==> config.mk <==
export PLATFORM = sky130hd
export DESIGN_NAME = counting_semaphore_table_unit
export DESIGN_NICKNAME = d
export VERILOG_FILES = /design/src/hw/rtl/cst_pkg.sv /design/src/hw/rtl/counting_semaphore_table_unit.sv /design/src/hw/rtl/cst_ram.sv /design/src/hw/rtl/cst_seq.sv
export SDC_FILE = /design/constraint.sdc
export NUM_CORES = 1
export LEC_CHECK = 0
export ABC_CLOCK_PERIOD_IN_PS = 7010
export BUFFER_PORTS_ARGS = -buffer_cell sky130_fd_sc_hd__buf_4
export CORE_MARGIN = 10
export CORE_UTILIZATION = 40
export CTS_CLUSTER_DIAMETER = 30
export DETAILED_ROUTE_END_ITERATION = 12
export GPL_ROUTABILITY_DRIVEN = 0
export GPL_TIMING_DRIVEN = 0
export PLACE_DENSITY_LB_ADDON = 0.25
export SYNTH_ARGS = -nofsm -noshare
export SYNTH_HDL_FRONTEND = slang
export SYNTH_SLANG_ARGS = --single-unit
==> constraint.sdc <==
create_clock -name clk -period 7.01 [get_ports clk]
set_clock_uncertainty 0.1 [all_clocks]
set_input_delay 1.7525 -clock clk [delete_from_list [all_inputs] [get_ports clk]]
set_output_delay 1.7525 -clock clk [all_outputs]
set_load 0.01 [all_outputs]
==> src/hw/rtl/cst_pkg.sv <==
package cst_pkg;

	localparam int KEY_W  = 32;
	localparam int CNT_W  = 16;
	localparam int WORD_W = KEY_W + CNT_W;

	localparam logic [1:0] FN_CREATE = 2'd0;
	localparam logic [1:0] FN_FREE   = 2'd1;
	localparam logic [1:0] FN_WAIT   = 2'd2;
	localparam logic [1:0] FN_SIGNAL = 2'd3;

	localparam logic [2:0] ST_OK        = 3'd0;
	localparam logic [2:0] ST_NOT_FOUND = 3'd1;
	localparam logic [2:0] ST_FULL      = 3'd2;
	localparam logic [2:0] ST_BLOCK     = 3'd3;
	localparam logic [2:0] ST_SAT       = 3'd4;

	localparam logic signed [CNT_W-1:0] CNT_MAX = 16'sh7FFF;

	typedef struct packed {
		logic [1:0]              func;
		logic signed [KEY_W-1:0] sem_id;
		logic signed [CNT_W-1:0] init_value;
	} cst_req_t;

	typedef struct packed {
		logic [2:0]              status;
		logic signed [CNT_W-1:0] count_after;
	} cst_res_t;

	// table update strobes from the sequencer
	typedef struct packed {
		logic we;
		logic vld_set;
		logic vld_clr;
	} cst_ctl_t;

endpackage

==> src/hw/rtl/counting_semaphore_table_unit.sv <==
// Transactions are not overlapped: a new start is taken only in the idle state, after the
// previous result. The serial key scan reads one table entry per cycle through the single
// RAM read port, then one operation step follows and the unit returns to idle before the
// next start is taken.
// The result strobe is high for one cycle; the receiver cannot stall it.
// Reset clears the valid bits at once; keys and counts are not cleared.
module counting_semaphore_table_unit import cst_pkg::*; #(
	parameter int ENTRIES = 16
) (
	input  logic     clk,
	input  logic     arst_n,
	input  logic     start,
	input  cst_req_t req,
	output logic     busy,
	output logic     done,
	output cst_res_t result
);

	localparam int IW = (ENTRIES > 1) ? $clog2(ENTRIES) : 1;

	logic [ENTRIES-1:0] valid_q;
	logic               rd_vld_q;
	logic [IW-1:0]      rd_addr;
	logic [WORD_W-1:0]  rd_data;
	logic [IW-1:0]      wr_addr;
	logic [WORD_W-1:0]  wr_data;
	cst_ctl_t           ctl;

	cst_ram #(
		.WIDTH(WORD_W),
		.DEPTH(ENTRIES)
	) u_ram (
		.clk  (clk),
		.we   (ctl.we),
		.waddr(wr_addr),
		.wdata(wr_data),
		.raddr(rd_addr),
		.rdata(rd_data)
	);

	// valid bits registered on read, in step with the RAM read data
	always_ff @(posedge clk or negedge arst_n) begin
		if (!arst_n) begin
			valid_q  <= '0;
			rd_vld_q <= 1'b0;
		end else begin
			rd_vld_q <= valid_q[rd_addr];
			if (ctl.vld_set) begin
				valid_q[wr_addr] <= 1'b1;
			end else if (ctl.vld_clr) begin
				valid_q[wr_addr] <= 1'b0;
			end
		end
	end

	cst_seq #(
		.ENTRIES(ENTRIES)
	) u_seq (
		.clk    (clk),
		.arst_n (arst_n),
		.start  (start),
		.req    (req),
		.busy   (busy),
		.rd_addr(rd_addr),
		.rd_data(rd_data),
		.rd_vld (rd_vld_q),
		.ctl    (ctl),
		.wr_addr(wr_addr),
		.wr_data(wr_data),
		.done   (done),
		.result (result)
	);

endmodule

==> src/hw/rtl/cst_ram.sv <==
module cst_ram #(
	parameter int WIDTH = 8,
	parameter int DEPTH = 16,
	localparam int AW = (DEPTH > 1) ? $clog2(DEPTH) : 1
) (
	input  logic             clk,
	input  logic             we,
	input  logic [AW-1:0]    waddr,
	input  logic [WIDTH-1:0] wdata,
	input  logic [AW-1:0]    raddr,
	output logic [WIDTH-1:0] rdata
);

	logic [WIDTH-1:0] mem_q [DEPTH];

	always_ff @(posedge clk) begin
		if (we) begin
			mem_q[waddr] <= wdata;
		end
		rdata <= mem_q[raddr];
	end

endmodule

==> src/hw/rtl/cst_seq.sv <==
module cst_seq import cst_pkg::*; #(
	parameter int ENTRIES = 16,
	localparam int IW = (ENTRIES > 1) ? $clog2(ENTRIES) : 1
) (
	input  logic              clk,
	input  logic              arst_n,
	input  logic              start,
	input  cst_req_t          req,
	output logic              busy,
	output logic [IW-1:0]     rd_addr,
	input  logic [WORD_W-1:0] rd_data,
	input  logic              rd_vld,
	output cst_ctl_t          ctl,
	output logic [IW-1:0]     wr_addr,
	output logic [WORD_W-1:0] wr_data,
	output logic              done,
	output cst_res_t          result
);

	localparam logic [1:0] S_IDLE = 2'd0;
	localparam logic [1:0] S_SCAN = 2'd1;
	localparam logic [1:0] S_EXEC = 2'd2;

	localparam logic [IW-1:0] LAST = IW'(ENTRIES - 1);

	logic [1:0]              state_q;
	logic [IW-1:0]           idx_q;
	logic                    issue_done_q;
	logic                    chk_s1;
	logic [IW-1:0]           chk_idx_s1;
	logic                    found_q;
	logic [IW-1:0]           slot_q;
	logic signed [CNT_W-1:0] cnt_q;
	logic                    free_found_q;
	logic [IW-1:0]           free_slot_q;
	cst_req_t                req_q;
	logic                    done_q;
	cst_res_t                res_q;

	logic [KEY_W-1:0]        rd_key;
	logic signed [CNT_W-1:0] rd_cnt;
	logic                    hit;
	cst_res_t                res_d;

	assign rd_key  = rd_data[WORD_W-1:CNT_W];
	assign rd_cnt  = rd_data[CNT_W-1:0];
	assign hit     = chk_s1 && rd_vld && (rd_key == req_q.sem_id);
	assign rd_addr = idx_q;
	assign busy    = (state_q != S_IDLE);
	assign done    = done_q;
	assign result  = res_q;

	// operation step, in the cycle after the scan has drained
	always_comb begin
		ctl       = '0;
		wr_addr   = slot_q;
		wr_data   = {req_q.sem_id, cnt_q};
		res_d     = '{status: ST_OK, count_after: '0};
		if (state_q == S_EXEC) begin
			if (req_q.func == FN_CREATE) begin
				if (found_q) begin
					res_d.count_after = cnt_q;
				end else if (free_found_q) begin
					ctl.we            = 1'b1;
					ctl.vld_set       = 1'b1;
					wr_addr           = free_slot_q;
					wr_data           = {req_q.sem_id, req_q.init_value};
					res_d.count_after = req_q.init_value;
				end else begin
					res_d.status = ST_FULL;
				end
			end else if (!found_q) begin
				res_d.status = ST_NOT_FOUND;
			end else begin
				case (req_q.func)
					FN_FREE: begin
						ctl.vld_clr = 1'b1;
					end
					FN_WAIT: begin
						if (cnt_q <= 16'sd0) begin
							res_d.status      = ST_BLOCK;
							res_d.count_after = cnt_q;
						end else begin
							ctl.we            = 1'b1;
							wr_data           = {req_q.sem_id, cnt_q - 16'sd1};
							res_d.count_after = cnt_q - 16'sd1;
						end
					end
					default: begin
						if (cnt_q == CNT_MAX) begin
							res_d.status      = ST_SAT;
							res_d.count_after = cnt_q;
						end else begin
							ctl.we            = 1'b1;
							wr_data           = {req_q.sem_id, cnt_q + 16'sd1};
							res_d.count_after = cnt_q + 16'sd1;
						end
					end
				endcase
			end
		end
	end

	always_ff @(posedge clk or negedge arst_n) begin
		if (!arst_n) begin
			state_q      <= S_IDLE;
			idx_q        <= '0;
			issue_done_q <= 1'b0;
			chk_s1       <= 1'b0;
			found_q      <= 1'b0;
			free_found_q <= 1'b0;
			done_q       <= 1'b0;
		end else begin
			done_q <= 1'b0;
			unique case (state_q)
				S_IDLE: begin
					if (start) begin
						state_q      <= S_SCAN;
						idx_q        <= '0;
						issue_done_q <= 1'b0;
						chk_s1       <= 1'b0;
						found_q      <= 1'b0;
						free_found_q <= 1'b0;
					end
				end
				S_SCAN: begin
					// read issue runs one entry ahead of the compare
					chk_s1 <= !issue_done_q;
					if (!issue_done_q) begin
						if (idx_q == LAST) begin
							issue_done_q <= 1'b1;
						end else begin
							idx_q <= idx_q + 1'b1;
						end
					end
					if (hit && !found_q) begin
						found_q <= 1'b1;
					end
					if (chk_s1 && !rd_vld && !free_found_q) begin
						free_found_q <= 1'b1;
					end
					if (chk_s1 && chk_idx_s1 == LAST) begin
						state_q <= S_EXEC;
					end
				end
				S_EXEC: begin
					state_q <= S_IDLE;
					done_q  <= 1'b1;
				end
				default: begin
					state_q <= S_IDLE;
				end
			endcase
		end
	end

	always_ff @(posedge clk) begin
		if (state_q == S_IDLE && start) begin
			req_q <= req;
		end
		chk_idx_s1 <= idx_q;
		if (hit && !found_q) begin
			slot_q <= chk_idx_s1;
			cnt_q  <= rd_cnt;
		end
		if (state_q == S_SCAN && chk_s1 && !rd_vld && !free_found_q) begin
			free_slot_q <= chk_idx_s1;
		end
		if (state_q == S_EXEC) begin
			res_q <= res_d;
		end
	end

	a_wr_exec: assert property (@(posedge clk) disable iff (!arst_n)
		(ctl.we || ctl.vld_clr) |-> (state_q == S_EXEC))
		else $error("table update outside the operation step");

	a_set_writes: assert property (@(posedge clk) disable iff (!arst_n)
		ctl.vld_set |-> (ctl.we && req_q.func == FN_CREATE && !found_q))
		else $error("valid set without a create write");

	a_exec_done: assert property (@(posedge clk) disable iff (!arst_n)
		(state_q == S_EXEC) |=> (done_q && state_q == S_IDLE))
		else $error("operation step did not deliver a result");

	a_start_scan: assert property (@(posedge clk) disable iff (!arst_n)
		(start && !busy) |=> (state_q == S_SCAN && idx_q == '0 && !found_q))
		else $error("accepted transaction did not start a scan");

	a_done_single: assert property (@(posedge clk) disable iff (!arst_n)
		done_q |=> !done_q)
		else $error("result strobe held for more than one cycle");

endmodule

# Word level (Yosys, flattened, before mapping)
# Memory sizes are Yosys's and may differ from the RTL's. A register that Yosys moved wholly into a read port is not among the register bits.
# Index checks and enable logic that the tools add are counted.
# op_classes
n_reduce_logical	25
n_eq_ne	14
n_mux	61
bitwise_logic	3
add_sub_neg	3
order_cmp	4
# ops
op	n
$mux 16	14
$pmux 19 s2	1
$eq 32x32->1	1
$pmux 16 s2	1
$mux 4	7
$mux 19	1
$mux 1	18
$add 16x2->16 const B	1
$and 16x16->16	1
$eq 16x16->1 const B	1
$le 16x1->1 const B	1
$not 16->16	1
$or 16x16->16	1
$sub 16x2->16 const B	1
$mux 2	6
$mux 3	4
$logic_and 1x1->1	11
$lt 4x5->1 const B	2
$pmux 1 s2	5
$eq 4x4->1 const B	2
$pmux 4 s2	1
$ne 2x1->1 const B	3
$ne 2x2->1 const B	3
$reduce_and 3->1	2
12 further kinds	21
# totals
elab_cells	129
register_bits	125
ram_bits	768
out_inout_bits	21
memories	1
# memory_table
name	depth	width	read_ports	rd_ports_with_merged_regs	wr	line_no	text
u_ram.mem_q	16	48	1	1	1	cst_ram.sv:14	logic [WIDTH-1:0] mem_q [DEPTH];

# Depth between registers and ports, before layout
# Gate-level depths: netlist (run 1).
# logic_depth
word_depth	12
ltp_mapped	9
depth_no_buf	7

# By module
# Synthesis (run 1) repeated with hierarchy kept, for this count alone.
# unflattened
cells_unflattened	1859
area_unflattened_um2	36516.3
# modules_own_cells
module	area_each_um2	n_inst	cells_per_inst	seq_area_each_um2
cst_ram	29691.0	1	1242	24023.0
cst_seq	5923.2	1	549	3148.0
counting_semaphore_table_unit	902.1	1	68	425.4

# Worst setup path before layout (run 1)
# OpenSTA, ideal clock, no wires.
# synth_path
kind	register to register
start	register u_seq.state_q[0]
end	memory u_ram.mem_q[13][0] (netlist bit), enable pin
slack_ns	2.350
synth_period_minus_slack_ns	4.660
setup_time_ns	0.454
arrival_time_ns	4.107
path_buffers	1
path_stages_with_launch	8
t_required_ns	6.456
cell_sequence	dfrtp_1 -> nand2b_1 -> clkinv_1 -> nand2_1 -> buf_2 -> a31oi_1 -> or2_2 -> nor2_1
# synth_via
elab_chain_cells	4
elab_cells_between_ends	5
cone_classes	1 x eq/ne; 4 x mux
# synth_lines
item	line_no	text
from (decl)	cst_seq.sv:26	logic [1:0] state_q;
from (signal assigned)	cst_seq.sv:106	state_q <= S_IDLE;
from (signal assigned)	cst_seq.sv:118	state_q <= S_SCAN;
from (signal assigned)	cst_seq.sv:143	state_q <= S_EXEC;
$eq 2x2->1 (*)	cst_seq.sv:59	if (state_q == S_EXEC) begin
$mux 3	cst_seq.sv:59	
$mux 1	cst_ram.sv:17	if (we) begin
$mux 1 (implied by the code)	cst_ram.sv:18	mem_q[waddr] <= wdata;
to (decl)	cst_ram.sv:14	
# Mark *: on every way between the ends. The rest lies on a longest branch, timed or not.

# Worst setup path after layout (run 1)
# layout_path
start	register u_seq.state_q[0]
end	memory u_ram.mem_q[0][9] (netlist bit) (data pin)
# layout_via
elab_chain_cells	2
# layout_lines
item	line_no	text
$eq 2x2->1	cst_seq.sv:59	
$mux 16	cst_seq.sv:59	
net u_ram.wdata[9]	cst_ram.sv:9	input logic [WIDTH-1:0] wdata,
# The timed path passes the listed nets, and every way through them passes these cells.

==> metrics.cfg, run 1 <==
[yosys]
ys_ff_latch = 941
yosys-top-cells-area = edfxtp_1 (70%), mux4_2 (15%), dfxtp_1 (2.8%)
synth_top_family_by_area = multiplexers
synth_fp_nets = 1868
syn-cell-area_um2 = 36900
synthMuxAreaShare = 0.151
synth_edf_count = 861
synthSimpleGateAreaFrac = 0.0358
synth_compound_area_frac = 0.0375
synthArstFlopShare = 0.0298
synth_cell_type_count = 84
yosys_warnings = 0
yosys.area.top_type_share = 0.700
synth_ff_type = edfxtp_1
synthTopCellsByCount = edfxtp_1 (861), mux4_2 (245), clkbuf_1 (62), dfxtp_1 (52), nand2_1 (45)
yosys.cell_count.top_type = edfxtp_1
syn_inst = 1809
synth_xor_area_frac = 0.00925
synth_adder_area_share = 0.00203
seq_area_frac_synth = 0.747
yosys.area.top_type = edfxtp_1
synth.avg_cell_area_um2 = 20.4

[detailed_routing]
first_pass_iters = 7
top_layer = met4
drtIter0Drc = 1983
dr_wl_met3_um = 6520
vias = 19700
met2_length_um = 45500
routed_via_density = 5.74
wl_met1_um = 37300
wirelength_um = 92400
drt-wirelength-per-cell_um = 26.9
antenna_left = 0
drc = 0

[critical_path]
cp-start-kind = flip-flop
crit_required_ps = 7250
worstReg2RegStart = u_seq.state_q[0]$_DFFE_PN0P_
crit_fanout = 29
reg2reg_slack_ps = 2340
crit_arrival_ps = 4910
end_kind = flip-flop
reg2regPathDepth = 7
critical_path.startpoint = u_seq.state_q[0]$_DFFE_PN0P_
worstSetupPathType = flip-flop to flip-flop

[clock_network]
cts_buffers = 174
cts.sinks = 941
ctsHoldBuffers = 0
htreeDepth = 4
post_cts_buffers = 0
clockRootBuffer = clkbuf_16
ctsLongestPathBuffers = 3
clk_pin_slew_ps = 50
post_cts_resize_count = 0
cts_tree = done
clock_latency_ps = 770

[timing]
slew_headroom = 0.0448
rsz0062_at_grt = no
setup_ws_ps = 2340
setup_viol = 0
fmax_ghz = 0.214
worstMarginPinSlew_ps = 1430
fin_crit_ps = 4670
drv_slew = 0
hold_viol_final = 0
post-route-period-util = 0.667

[die]
ioPinCount = 74
die_h_um = 324
dieWidth_um = 324
core_um2 = 91700
core.rowCount = 111
start_util = 0.403
dieArea_um2 = 105000

[final_layout]
antenna_cells = 0
final_layout_size_suffix_gt1_frac = 0.325
finalInstanceArea_um2 = 46000
fillCellCount = 7346
fin_nets = 2153
layoutNonFillerInstCount = 3432
area_delta_synth_final_pct = 24.5

[global_route]
grt_start_max_net_pins = 37
antenna_found_initial = 0
grt_pass1_wl_um = 136000
overflow = 0
grt_pass1_vias = 20800
grt.total_usage = 0.178

[pwr]
power_mw = 14.6
leakagePower_nw = 15.4
p_per_area_nw_per_um2 = 318
ir_drop_mv = 0.224

[hold_path]
worst_hold_startpoint = u_seq.rd_addr[2]$_DFFE_PN0P_
hold_path_class = flip-flop to flip-flop
hold-path-cell-count = 0

[run]
maxCapViolations = 0

[placement]
port_buffers = 73
place_hpwl_um = 58300
dp_slack_ps = 2370
dp_cells = 3103
dpl_cell_area_um2 = 39800

[run_status]
outcome = finished clean

## cell type report
| type | instances | area (um^2) | area share |
|---|---|---|---|
| buffer | 105 | 553 | 0.0120 |
| inverter | 24 | 92.6 | 0.00201 |
| clock buffer | 206 | 4570 | 0.0994 |
| tap | 1186 | 1480 | 0.0323 |
| multi-input combinational | 739 | 8820 | 0.192 |
| timing repair buffer | 109 | 1270 | 0.0277 |
| clock inverter | 122 | 1620 | 0.0351 |
| sequential | 941 | 27600 | 0.600 |
## layer usage
metal  track usage  vias to the layer above
li1              -                     8241
met1         0.231                    10200
met2         0.290                      958
met3        0.0380                      266
met4        0.0719                        0
met5             0                        -
## power breakdown
group	total, mW	internal [mW]	switching (mW)
sequential	6.05	6.05	0
combinational	0.0261	0.0180	0.00811
clock	8.55	5.54	3.00
## registers in the layout, indices dropped and copies added (netlist names), 2 cells and up, named ones only
name,flops
u_ram.mem_q,768
u_seq.req_q,50
u_seq.slot_q,4
u_ram.rdata,48
u_seq.result,19
u_seq.free_slot_q,4
u_seq.rd_addr,4
u_seq.state_q,2
u_seq.chk_idx_s1,4
u_seq.cnt_q,16
## cell usage in the layout (no fill, tap or decap), drive strengths merged, types with 17 or more instances in the layout
cell type and count:
edfxtp 861, nand4 23, nor3 21, a31oi 26
nor2 47, dfxtp 52, nand2 45, nor4 23
buf 145, clkbuf 273, a21oi 25, or2 17
clkinv 54, xnor2 32, o31ai 19, inv 47
mux4 245, dfrtp 28, clkinvlp 24, bufinv 21
o21ai 43
## logic make-up (layout without fill, tap and decap cells)
group,count (synthesis),in the layout
adders and majority gates,6,6
buffers and inverters,129,566
AOI/OAI and AO/OA,199,199
DFF,941,941
and+or+nand+nor,244,244
xor gates and xnor gates,39,39
muxes,251,251
## path summary, 6_finish.rpt
kind	to
min reg2reg	u_seq.chk_idx_s1[2]$_DFF_P_
min	u_seq.chk_idx_s1[2]$_DFF_P_
max	u_ram.mem_q[0][9]$_DFFE_PP_
max reg2reg	u_ram.mem_q[0][9]$_DFFE_PP_
max in group asynchronous	asynchronous set/reset pin
min in group asynchronous	u_seq.state_q[1]$_DFFE_PN0P_
## critical path, cell delays in order (launching register included)
cell and delay, ps:
dfrtp_1 440, nand2b_1 310, clkinv_1 930, nand2_1 370, buf_2 340, clkbuf_1 610
o22ai_1 160, a21oi_1 990
## per-stage QoR
step / utilization / TNS, ps / hold slack [ps]
finish: 0.502 / 0 / 273
global route: 0.502 / 0 / 299
CTS: 0.502 / 0 / 271
detailed placement: 0.434 / 0 / 260
global placement: 0.425 / -859770 / 262
floorplan: - / 0 / 245
No activity file was read; power rests on OpenSTA's default activity.
==> run 2, diff against run 1 <==
ABC_AREA = 1   (was unset)
ABC_CLOCK_PERIOD_IN_PS = 4750   (was 7010)
clock period = 4.75 ns   (was 7.01 ns; I/O delays follow)
==> metrics.cfg, run 2 <==
[clock_network]
clock_latency_ps = 760  ; about the same
ctsHoldBuffers = 0  ; unchanged
cts_buffers = 180  ; +3.4%
cts.sinks = 941  ; unchanged
htreeDepth = 4  ; unchanged
post_cts_buffers = 0  ; unchanged
clk_pin_slew_ps = 50  ; about the same
ctsLongestPathBuffers = 3  ; unchanged
cts_tree = done
clockRootBuffer = clkbuf_16
post_cts_resize_count = 0  ; unchanged

[placement]
port_buffers = 73  ; unchanged
dp_slack_ps = 874  ; -1500 ps
place_hpwl_um = 74400  ; +28%
dp_cells = 4441  ; +43%

[pwr]
leakagePower_nw = 17.0  ; +10%
p_per_area_nw_per_um2 = 467  ; +47%
ir_drop_mv = 0.332  ; +48%

[die]
core.rowCount = 112  ; +0.90%
dieWidth_um = 328  ; +1.1%
ioPinCount = 74  ; unchanged
dieArea_um2 = 107000  ; +2.3%
die_h_um = 328  ; +1.1%
start_util = 0.404  ; +0.00113
core_um2 = 93600  ; +2.1%

[detailed_routing]
drc = 0  ; unchanged
wirelength_um = 110000  ; +19%
vias = 25900  ; +32%
antenna_left = 0  ; unchanged
first_pass_iters = 5  ; -2
drtIter0Drc = 2638  ; +33%
routed_via_density = 5.43  ; -5.4%
drt-wirelength-per-cell_um = 23.0  ; -15%

[critical_path]
critical_path.startpoint = u_seq.cnt_q[0]$_DFFE_PP_
cp-start-kind = flip-flop
end_kind = flip-flop
worstReg2RegStart = u_seq.cnt_q[0]$_DFFE_PP_
worstSetupPathType = flip-flop to flip-flop
crit_required_ps = 5090  ; -2160 ps
crit_fanout = 25  ; -14%
crit_arrival_ps = 4210  ; -700 ps

[yosys]
yosys.area.top_type_share = 0.683  ; -0.0165
synth_ff_type = edfxtp_1
syn-cell-area_um2 = 37800  ; +2.4%
yosys.area.top_type = edfxtp_1
seq_area_frac_synth = 0.729  ; -0.0176
yosys-top-cells-area = edfxtp_1 (68%), o21ai_0 (5.8%), nor2_1 (4.6%)
synthTopCellsByCount = edfxtp_1 (861), nor2_1 (467), o21ai_0 (442), nand2_1 (413), nand3_1 (145)
synth_fp_nets = 3143  ; +68%
synth.avg_cell_area_um2 = 12.3  ; -40%
yosys.cell_count.top_type = edfxtp_1
yosys_warnings = 0  ; unchanged
synth_edf_count = 861  ; unchanged
syn_inst = 3084  ; +70%
synth_cell_type_count = 44  ; -48%
ys_ff_latch = 941  ; unchanged
synthArstFlopShare = 0.0298  ; unchanged

[global_route]
use_met2 = 0.325  ; +0.0354
overflow = 0  ; unchanged
grt.total_usage = 0.201  ; +0.0235
use_met3 = 0.0416  ; +0.00357
grt_pass1_vias = 25700  ; +24%
use_met1 = 0.264  ; +0.0331
busiest_layer = met2
antenna_found_initial = 3  ; +3
grt_pass1_wl_um = 163000  ; +20%
grt_start_max_net_pins = 33  ; -11%

[final_layout]
reg_top3 = u_ram.mem_q (768), u_seq.req_q (50), u_ram.rdata (48)
fillCellCount = 8201  ; +12%
final_common_cell = edfxtp_1
antenna_cells = 0  ; unchanged
register_area_um2 = 27600  ; unchanged
top_register = u_ram.mem_q
final_layout_size_suffix_gt1_frac = 0.143  ; -0.182
layoutNonFillerInstCount = 4781  ; +39%
fin_nets = 3428  ; +59%
multi_input_area_um2 = 9180  ; +4.0%
final_cell_mix = edfxtp_1 (861), nor2_1 (450), o21ai_0 (441)
largest_register_ffs = 768  ; unchanged
area_delta_synth_final_pct = 24.2

[timing]
setup_ws_ps = 877  ; -1460 ps
rsz0062_at_grt = no
hold-worst-slack_ps = 268  ; -4.88 ps
slew_headroom = 0.182  ; +0.137
fmax_ghz = 0.258  ; +21%
worstMarginPinSlew_ps = 1230  ; -206 ps
fin_crit_ps = 3870  ; -801 ps
setup_tns_ps = 0  ; unchanged
hold_viol_final = 0  ; unchanged
post-route-period-util = 0.815  ; +0.149
setup_viol = 0  ; unchanged
drv_slew = 0  ; unchanged

[run_status]
outcome = finished clean

[run]
maxCapViolations = 0  ; unchanged

[hold_path]
hold_path_class = primary input to asynchronous set/reset pin

[run 2: cell types whose count changed after synthesis, sizes merged, moves of 17 or more]
cell | previous run | this run
clkbuf | 67 | 144
nand2 | 45 | 416
inv | 22 | 94
nor2 | 47 | 479
o21ai | 43 | 450
mux4 | 245 | 0
xnor2 | 32 | 9
nor4 | 23 | 6
o22ai | 12 | 115
nand3 | 15 | 146
o221ai | 3 | 79
[run 2: metal layers]
metal,part of all wire,routed length [um]
met4,0.033,3590
met3,0.079,8700
met2,0.47,51600
met5,0.00011,12
met1,0.42,46100
[run 2: final timing paths]
| check | end | slack, ps | cells after the start |
|---|---|---|---|
| max | u_ram.mem_q[5][20]$_DFFE_PP_ | 880 | 11 |
| min | u_seq.rd_addr[1]$_DFFE_PN0P_ | 270 | 1 |
| max reg2reg | u_ram.mem_q[5][20]$_DFFE_PP_ | 880 | 11 |
| min reg2reg | u_seq.chk_idx_s1[2]$_DFF_P_ | 280 | 0 |
| max in group asynchronous | u_seq.found_q$_DFFE_PN0P_ | 3980 | 1 |
| min in group clk | u_seq.chk_idx_s1[2]$_DFF_P_ | 280 | 0 |
[run 2: cell type report]
| class | instances | share of cell area |
|---|---|---|
| repair buffers | 103 | 0.0245 |
| multi-input cells | 1852 | 0.195 |
| well taps | 1254 | 0.0334 |
| clock buffers | 224 | 0.102 |
| plain buffers | 195 | 0.0175 |
| inverters | 96 | 0.00772 |
| clock inverters | 116 | 0.0325 |
| flip-flops and latches | 941 | 0.587 |
[run 2: critical path: stages (launching register included)]
cell and delay, ps:
edfxtp_1 500, inv_1 190, ha_1 320, nand2_1 190, nor2_2 80, nand2_2 160, nand2_4 120, o21ai_2 240
a31oi_4 280, buf_6 310, nor2_4 750, buf_12 300
[run 2: cell families (layout without fill, tap and decap cells)]
| family | count (synthesis) | in the layout | share of synthesized area |
|---|---|---|---|
| compound gates | 718 | 718 | 0.111 |
| xor+xnor | 25 | 25 | 0.00579 |
| fa+ha+maj | 6 | 6 | 0.00198 |
| buf+inv | 291 | 734 | 0.0313 |
| flops | 941 | 941 | 0.729 |
| simple gates | 1103 | 1103 | 0.121 |
[run 2: stage by stage]
step | cell area, um^2 | util | power (mW)
2_1_floorplan | 37800 | - | 9.09
3_3_place_gp | 40000 | 0.427 | 9.12
3_5_place_dp | 40700 | 0.435 | 9.12
4_1_cts | 47000 | 0.502 | 22.1
5_1_grt | 47000 | 0.502 | 22.5
6_report | 47000 | 0.502 | 22.0
[run 2: power by group]
group	switching, mW	total [mW]	internal (mW)
clock network	4.32	13.0	8.67
registers	0	8.93	8.93
logic	0.0107	0.0372	0.0265
